File: config.mk
export PLATFORM = sky130hd
export DESIGN_NAME = row_norm_sum_top
export DESIGN_NICKNAME = d
export VERILOG_FILES = /design/src/sv/rns_pkg.sv /design/src/sv/row_norm_sum_top.sv
export SDC_FILE = /design/constraint.sdc
export NUM_CORES = 2
export LEC_CHECK = 0
export BUFFER_PORTS_ARGS = -buffer_cell sky130_fd_sc_hd__buf_2
export CAP_MARGIN = 25
export CORE_MARGIN = 3
export CORE_UTILIZATION = 50
export CTS_BUF_LIST = sky130_fd_sc_hd__clkbuf_16
export DETAILED_ROUTE_END_ITERATION = 8
export GPL_TIMING_DRIVEN = 0
export PLACE_DENSITY = 0.66
export SYNTH_ARGS = -nofsm -noshare
export SYNTH_HDL_FRONTEND = slang
export SYNTH_SLANG_ARGS = --single-unit
File: constraint.sdc
create_clock -name clk -period 27.6 [get_ports clk]
set_input_delay 5.52 -clock clk [delete_from_list [all_inputs] [get_ports clk]]
set_output_delay 5.52 -clock clk [all_outputs]
set_load 0.05 [all_outputs]
File: src/sv/rns_pkg.sv
// ----------------------------------------------------------------------------
// rns_pkg
// Shared widths for the row norm and L2,1 norm block.
// ----------------------------------------------------------------------------
package rns_pkg;

    localparam int ELEM_W = 24;   // signed Q8.16 element
    localparam int SQ_W   = 2 * ELEM_W;
    localparam int SUM_W  = 64;   // Q.32 row sum of squares
    localparam int ROOT_W = SUM_W / 2;
    localparam int NORM_W = 48;   // Q.16 norms
    localparam int CNT_W  = $clog2(ROOT_W);

    typedef logic [ELEM_W-1:0] elem_t;
    typedef logic [NORM_W-1:0] norm_t;

endpackage

File: src/sv/row_norm_sum_top.sv
// ----------------------------------------------------------------------------
// row_norm_sum_top
// Streaming row Euclidean norm and L2,1 matrix norm with saturation.
// ----------------------------------------------------------------------------
// Elements arrive in row-major order. An element that closes neither a row
// nor the matrix passes through accept, square and accumulate steps. An
// element that closes a row then goes on to the square root, found one result
// bit per cycle by a single shared compare-and-subtract unit, then to the
// saturating total, and then delivers its results. A matrix end adds the total
// as a second item. The block holds in_stall high while it works and while a
// result waits.
module row_norm_sum_top
(
    input  logic                 clk,
    input  logic                 rst_n,
    input  logic                 in_valid,
    output logic                 in_stall,
    input  rns_pkg::elem_t       element,
    input  logic                 row_end,
    input  logic                 matrix_end,
    output logic                 out_valid,
    input  logic                 out_stall,
    output rns_pkg::norm_t       norm_value,
    output logic                 norm_kind,
    output logic                 last,
    output logic                 saturated
);

    import rns_pkg::*;

    localparam logic [2:0] S_IDLE    = 3'd0;
    localparam logic [2:0] S_SQUARE  = 3'd1;
    localparam logic [2:0] S_ACCUM   = 3'd2;
    localparam logic [2:0] S_ROOT    = 3'd3;
    localparam logic [2:0] S_TOTAL   = 3'd4;
    localparam logic [2:0] S_ROW_OUT = 3'd5;
    localparam logic [2:0] S_TOT_OUT = 3'd6;

    logic [2:0]        state_reg, state_next;
    logic [SUM_W-1:0]  row_sum_reg, row_sum_next;
    logic [NORM_W-1:0] total_reg, total_next;
    logic              flag_reg, flag_next;
    logic [CNT_W-1:0]  cnt_reg, cnt_next;

    elem_t             elem_reg, elem_next;
    logic              row_end_reg, row_end_next;
    logic              mat_end_reg, mat_end_next;
    logic [SQ_W-1:0]   sq_reg, sq_next;
    logic [SUM_W-1:0]  rad_reg, rad_next;
    logic [ROOT_W+1:0] rem_reg, rem_next;
    logic [ROOT_W-1:0] root_reg, root_next;
    norm_t             value_reg, value_next;
    logic              kind_reg, kind_next;
    logic              last_reg, last_next;
    logic              sat_reg, sat_next;

    logic [ELEM_W-1:0] mag;
    logic [SUM_W:0]    sum_ext;
    logic [NORM_W:0]   tot_ext;
    logic [ROOT_W+3:0] rem_try;
    logic [ROOT_W+3:0] trial;
    logic [ROOT_W+3:0] rem_diff;
    logic              fits;

    assign mag     = elem_reg[ELEM_W-1] ? (~elem_reg + 1'b1) : elem_reg;
    assign sum_ext = {1'b0, row_sum_reg} + {{(SUM_W-SQ_W+1){1'b0}}, sq_reg};
    assign tot_ext = {1'b0, total_reg} + {{(NORM_W-ROOT_W+1){1'b0}}, root_reg};

    // One step of the digit-by-digit square root: bring down two radicand
    // bits and try to subtract 4*root+1.
    assign rem_try  = {rem_reg, rad_reg[SUM_W-1 -: 2]};
    assign trial    = {2'b00, root_reg, 2'b01};
    assign rem_diff = rem_try - trial;
    assign fits     = (rem_try >= trial);

    always_comb
    begin
        state_next   = state_reg;
        row_sum_next = row_sum_reg;
        total_next   = total_reg;
        flag_next    = flag_reg;
        cnt_next     = cnt_reg;
        elem_next    = elem_reg;
        row_end_next = row_end_reg;
        mat_end_next = mat_end_reg;
        sq_next      = sq_reg;
        rad_next     = rad_reg;
        rem_next     = rem_reg;
        root_next    = root_reg;
        value_next   = value_reg;
        kind_next    = kind_reg;
        last_next    = last_reg;
        sat_next     = sat_reg;

        case (state_reg)
            S_IDLE:
            begin
                if (in_valid)
                begin
                    elem_next    = element;
                    row_end_next = row_end;
                    mat_end_next = matrix_end;
                    state_next   = S_SQUARE;
                end
            end
            S_SQUARE:
            begin
                sq_next    = mag * mag;
                state_next = S_ACCUM;
            end
            S_ACCUM:
            begin
                if (sum_ext[SUM_W])
                begin
                    row_sum_next = '1;
                    flag_next    = 1'b1;
                end
                else
                begin
                    row_sum_next = sum_ext[SUM_W-1:0];
                end
                if (row_end_reg || mat_end_reg)
                begin
                    rad_next   = sum_ext[SUM_W] ? '1 : sum_ext[SUM_W-1:0];
                    rem_next   = '0;
                    root_next  = '0;
                    cnt_next   = '0;
                    state_next = S_ROOT;
                end
                else
                begin
                    state_next = S_IDLE;
                end
            end
            S_ROOT:
            begin
                rad_next  = {rad_reg[SUM_W-3:0], 2'b00};
                rem_next  = fits ? rem_diff[ROOT_W+1:0] : rem_try[ROOT_W+1:0];
                root_next = {root_reg[ROOT_W-2:0], fits};
                cnt_next  = cnt_reg + 1'b1;
                if (cnt_reg == CNT_W'(ROOT_W - 1))
                begin
                    state_next = S_TOTAL;
                end
            end
            S_TOTAL:
            begin
                row_sum_next = '0;
                if (tot_ext[NORM_W])
                begin
                    total_next = '1;
                    flag_next  = 1'b1;
                    sat_next   = 1'b1;
                end
                else
                begin
                    total_next = tot_ext[NORM_W-1:0];
                    sat_next   = flag_reg;
                end
                value_next = {{(NORM_W-ROOT_W){1'b0}}, root_reg};
                kind_next  = 1'b0;
                last_next  = 1'b0;
                state_next = S_ROW_OUT;
            end
            S_ROW_OUT:
            begin
                if (!out_stall)
                begin
                    if (mat_end_reg)
                    begin
                        value_next = total_reg;
                        kind_next  = 1'b1;
                        last_next  = 1'b1;
                        sat_next   = flag_reg;
                        state_next = S_TOT_OUT;
                    end
                    else
                    begin
                        state_next = S_IDLE;
                    end
                end
            end
            S_TOT_OUT:
            begin
                if (!out_stall)
                begin
                    total_next = '0;
                    flag_next  = 1'b0;
                    state_next = S_IDLE;
                end
            end
            default:
            begin
                state_next = S_IDLE;
            end
        endcase
    end

    always_ff @(posedge clk or negedge rst_n)
    begin
        if (!rst_n)
        begin
            state_reg   <= S_IDLE;
            row_sum_reg <= '0;
            total_reg   <= '0;
            flag_reg    <= 1'b0;
            cnt_reg     <= '0;
        end
        else
        begin
            state_reg   <= state_next;
            row_sum_reg <= row_sum_next;
            total_reg   <= total_next;
            flag_reg    <= flag_next;
            cnt_reg     <= cnt_next;
        end
    end

    always_ff @(posedge clk)
    begin
        elem_reg    <= elem_next;
        row_end_reg <= row_end_next;
        mat_end_reg <= mat_end_next;
        sq_reg      <= sq_next;
        rad_reg     <= rad_next;
        rem_reg     <= rem_next;
        root_reg    <= root_next;
        value_reg   <= value_next;
        kind_reg    <= kind_next;
        last_reg    <= last_next;
        sat_reg     <= sat_next;
    end

    assign in_stall   = (state_reg != S_IDLE);
    assign out_valid  = (state_reg == S_ROW_OUT) || (state_reg == S_TOT_OUT);
    assign norm_value = value_reg;
    assign norm_kind  = kind_reg;
    assign last       = last_reg;
    assign saturated  = sat_reg;

endmodule

==> impl_table.tex <==
\begin{tabular}{lr}
\hline
Metric & Value \\
\hline
\multicolumn{2}{l}{\textbf{Outcome}} \\
\quad Outcome & finished, final reports clean \\
\multicolumn{2}{l}{\textbf{Synthesis}} \\
\quad Number of distinct standard cells referenced by the synthesized netlist & between 90 and 100 \\
\quad FFs w/ async S/R, synth & about a third \\
\quad Top FF cell, synth & sky130\_fd\_sc\_hd\_\_edfxtp\_1 \\
\quad Cell count after synthesis & between 3000 and 4000 \\
\quad Cell type with the highest aggregate area in the netlist & sky130\_fd\_sc\_hd\_\_fa\_1 \\
\quad Synthesized area divided by synthesized cell count & between 9 and 10 sq um \\
\quad Cell types occupying the most area after synthesis & sky130\_fd\_sc\_hd\_\_fa\_1 23\%, sky130\_fd\_sc\_hd\_\_edfxtp\_1 20\%, sky130\_fd\_sc\_hd\_\_ha\_1 9.5\%, sky130\_fd\_sc\_hd\_\_dfrtp\_1 8.1\%, sky130\_fd\_sc\_hd\_\_inv\_1 6.5\% \\
\quad Flop and latch count out of synthesis & 374 \\
\quad Share of the synthesized area in the top cell type & $\sim$23\% \\
\quad Number of enable flip-flop cells after synthesis & 253 \\
\quad Synthesis Warnings & 0 \\
\quad Sequential share of the synthesized area & between 20 and 30\% \\
\quad Cell area after synthesis & approximately 0.037 sq mm \\
\multicolumn{2}{l}{\textbf{Global routing}} \\
\quad Antenna violations before repair & 0 \\
\quad Maximum number of pins on one net before global-route repair & between 80 and 90 \\
\quad Remaining global-route overflow & 0 \\
\quad Vias in the first global route & between 20000 and 30000 \\
\quad First-pass GRT wire length & approximately 160000 um \\
\quad Global-route total usage across every layer & between 20\% and 30\% \\
\multicolumn{2}{l}{\textbf{Floorplan}} \\
\quad Row count & approximately 100 \\
\quad Ports & 83 \\
\quad Placeable Area & 0.0735 sq mm \\
\quad Die W & about 280 um \\
\quad Die span in y & roughly 280 um \\
\quad Starting density of the core & around half \\
\quad Die area & 0.0780 sq mm \\
\multicolumn{2}{l}{\textbf{Setup path}} \\
\quad Maximum fanout count along the critical path & 10 \\
\quad Element type at the critical path start & flip-flop \\
\quad Worst Path Class, Setup & flip-flop to flip-flop \\
\quad Crit. End Element & flip-flop \\
\quad Worst EP required & roughly 28 ns \\
\quad Standard cell with the maximum stage delay on the critical path & sky130\_fd\_sc\_hd\_\_xor2\_1 \\
\quad Crit-path max cell delay & around 0.83 ns \\
\quad Arrival @ worst endpoint & about 12 ns \\
\multicolumn{2}{l}{\textbf{Final layout}} \\
\quad Antenna diode count & 0 \\
\quad Most frequent cells in the layout & 651 x sky130\_fd\_sc\_hd\_\_inv\_1, 430 x sky130\_fd\_sc\_hd\_\_fa\_1, 418 x sky130\_fd\_sc\_hd\_\_nor2\_1 \\
\quad Most frequent standard cell in the layout excluding fill and tap cells & sky130\_fd\_sc\_hd\_\_inv\_1 \\
\quad Fraction of final layout cells sized beyond drive strength 1 & around 5\% \\
\quad Signed area change from the synthesized netlist to the final layout & 9.09\% \\
\quad Nets@finish & around 4900 \\
\quad Final instance count without filler cells & 5112 \\
\multicolumn{2}{l}{\textbf{Place}} \\
\quad HPWL after detailed placement & between 70000 and 80000 um \\
\quad Number of cells in the design after placement & $\sim$5000 \\
\quad Number of port buffers & 82 \\
\quad Routability Congestion & 0.947 \\
\multicolumn{2}{l}{\textbf{Clocking}} \\
\quad H-tree level count & 2 \\
\quad Clock root buffer & sky130\_fd\_sc\_hd\_\_clkbuf\_16 \\
\quad TritonCTS clock tree & done \\
\quad Clock transition at the registers of the reported paths & 0.06 ns \\
\quad Cts bufs inserted & between 40 and 50 \\
\quad \# resized after CTS & 0 \\
\quad Buffer depth of the longest clock path & 3 \\
\quad \# hold bufs at CTS & 0 \\
\quad Latest clock arrival within the worst-skew pair & just over 0.6 ns \\
\quad Post-CTS Setup Inserts & 0 \\
\quad CTS sink cnt & about 370 \\
\multicolumn{2}{l}{\textbf{Drt}} \\
\quad Per-cell routed wire length & 19.0 um \\
\quad Final wirelength & between 90000 and 100000 um \\
\quad Drt drc & 0 \\
\quad Drt via density & 5.56 \\
\quad Overall via count from detail\_route & 28400 \\
\quad Number of nets with antenna violations after routing & 0 \\
\quad DRT iter0 DRCs & 2052 \\
\quad DRT Pass-1 Iters & 6 \\
\multicolumn{2}{l}{\textbf{STA}} \\
\quad Aggregate negative setup slack & 0 ns \\
\quad Endpoints failing setup & 0 \\
\quad Worst slew margin relative to its limit & 26.4\% \\
\quad Post-Route Skew & 0.0436 ns \\
\quad Unrepaired setup endpoints after global routing & no \\
\quad Count of pins over their slew limit & 0 \\
\quad Hold Vio Cnt, Final & 0 \\
\quad Least-Margin Pin Slew & roughly 1.1 ns \\
\quad Fin crit share & around two fifths \\
\quad Maximum clock rate & just under 0.09 GHz \\
\quad Final critical delay including setup and external delays & 11.43 ns \\
\multicolumn{2}{l}{\textbf{Worst hold path}} \\
\quad Type of the most critical hold path & flip-flop to flip-flop \\
\multicolumn{2}{l}{\textbf{Flow run}} \\
\quad Reported max-cap violation count & 0 \\
\hline
\end{tabular}
per-layer routing:
metal	wire, um	GRT usage, %	part of all wire (%)
met4	3720	9.36	3.8
met2	44300	40.7	46
met1	43500	35.1	45
met5	0	0	0
met3	5460	2.88	5.6
final timing paths:
kind                           startpoint         endpoint  slack [ns]  depth (start not counted)
max                           elem_reg[0]       sq_reg[44]       16.17                         33
min                        row_sum_reg[2]   row_sum_reg[2]        0.49                          1
max reg2reg                   elem_reg[0]       sq_reg[44]       16.17                         33
min reg2reg                row_sum_reg[2]   row_sum_reg[2]        0.49                          1
max in group asynchronous           rst_n  row_sum_reg[22]       21.87                          2
min in group asynchronous           rst_n    total_reg[18]        4.92                          1
layout make-up:
cell class / instances / area (sq um)
clock buffers: 46 / 1150
flip-flops and latches: 374 / 10600
well taps: 959 / 1200
repair buffers: 94 / 583
clock inverters: 36 / 372
multi-input cells: 2809 / 23800
inverters: 652 / 2450
plain buffers: 142 / 547
fillers: 6659 / 32700
kinds of logic after synthesis:
group / count (synthesis) / synth area share (%)
compound gates: 800 / 13.7
xor+xnor: 180 / 4.22
fa+ha+maj: 715 / 32.6
buf+inv: 794 / 8.02
flops: 374 / 28.5
mux: 29 / 0.777
other cells: 2 / 0.0201
simple gates: 1066 / 12.2
synthesized netlist by cell type, drive strengths merged (31+ instances only):
library cell	instances
ha	285
a31oi	33
edfxtp	253
xor2	62
fa	430
clkbuf	127
a21o	124
inv	648
a21oi	226
nor2	421
xnor2	118
nand3	59
dfrtp	121
o21a	31
nand2	402
o21ai	209
worst max-delay path: cells and delay by family, from the launching register on:
kind	cells	cell delay (ns)
flops	1	0.45
xor+xnor	2	0.97
simple gates	5	0.91
compound gates	8	2.33
fa+ha+maj	9	4.33
buf+inv	9	2.20
metrics by stage:
stage	util, %	setup WS, ns	instance area, sq um	hold WS, ns
after floorplan	-	18.32	37400	0.448
after global placement	53.1	16.29	39000	0.469
after detailed placement	53.4	16.28	39200	0.477
after CTS	55.4	16.32	40700	0.490
after global routing	55.5	15.80	40700	0.517
final	55.5	16.17	40700	0.492
Power is left out: the tool's default activity adds up to more than one toggle a clock period on the data nets, which glitch-free logic cannot reach.
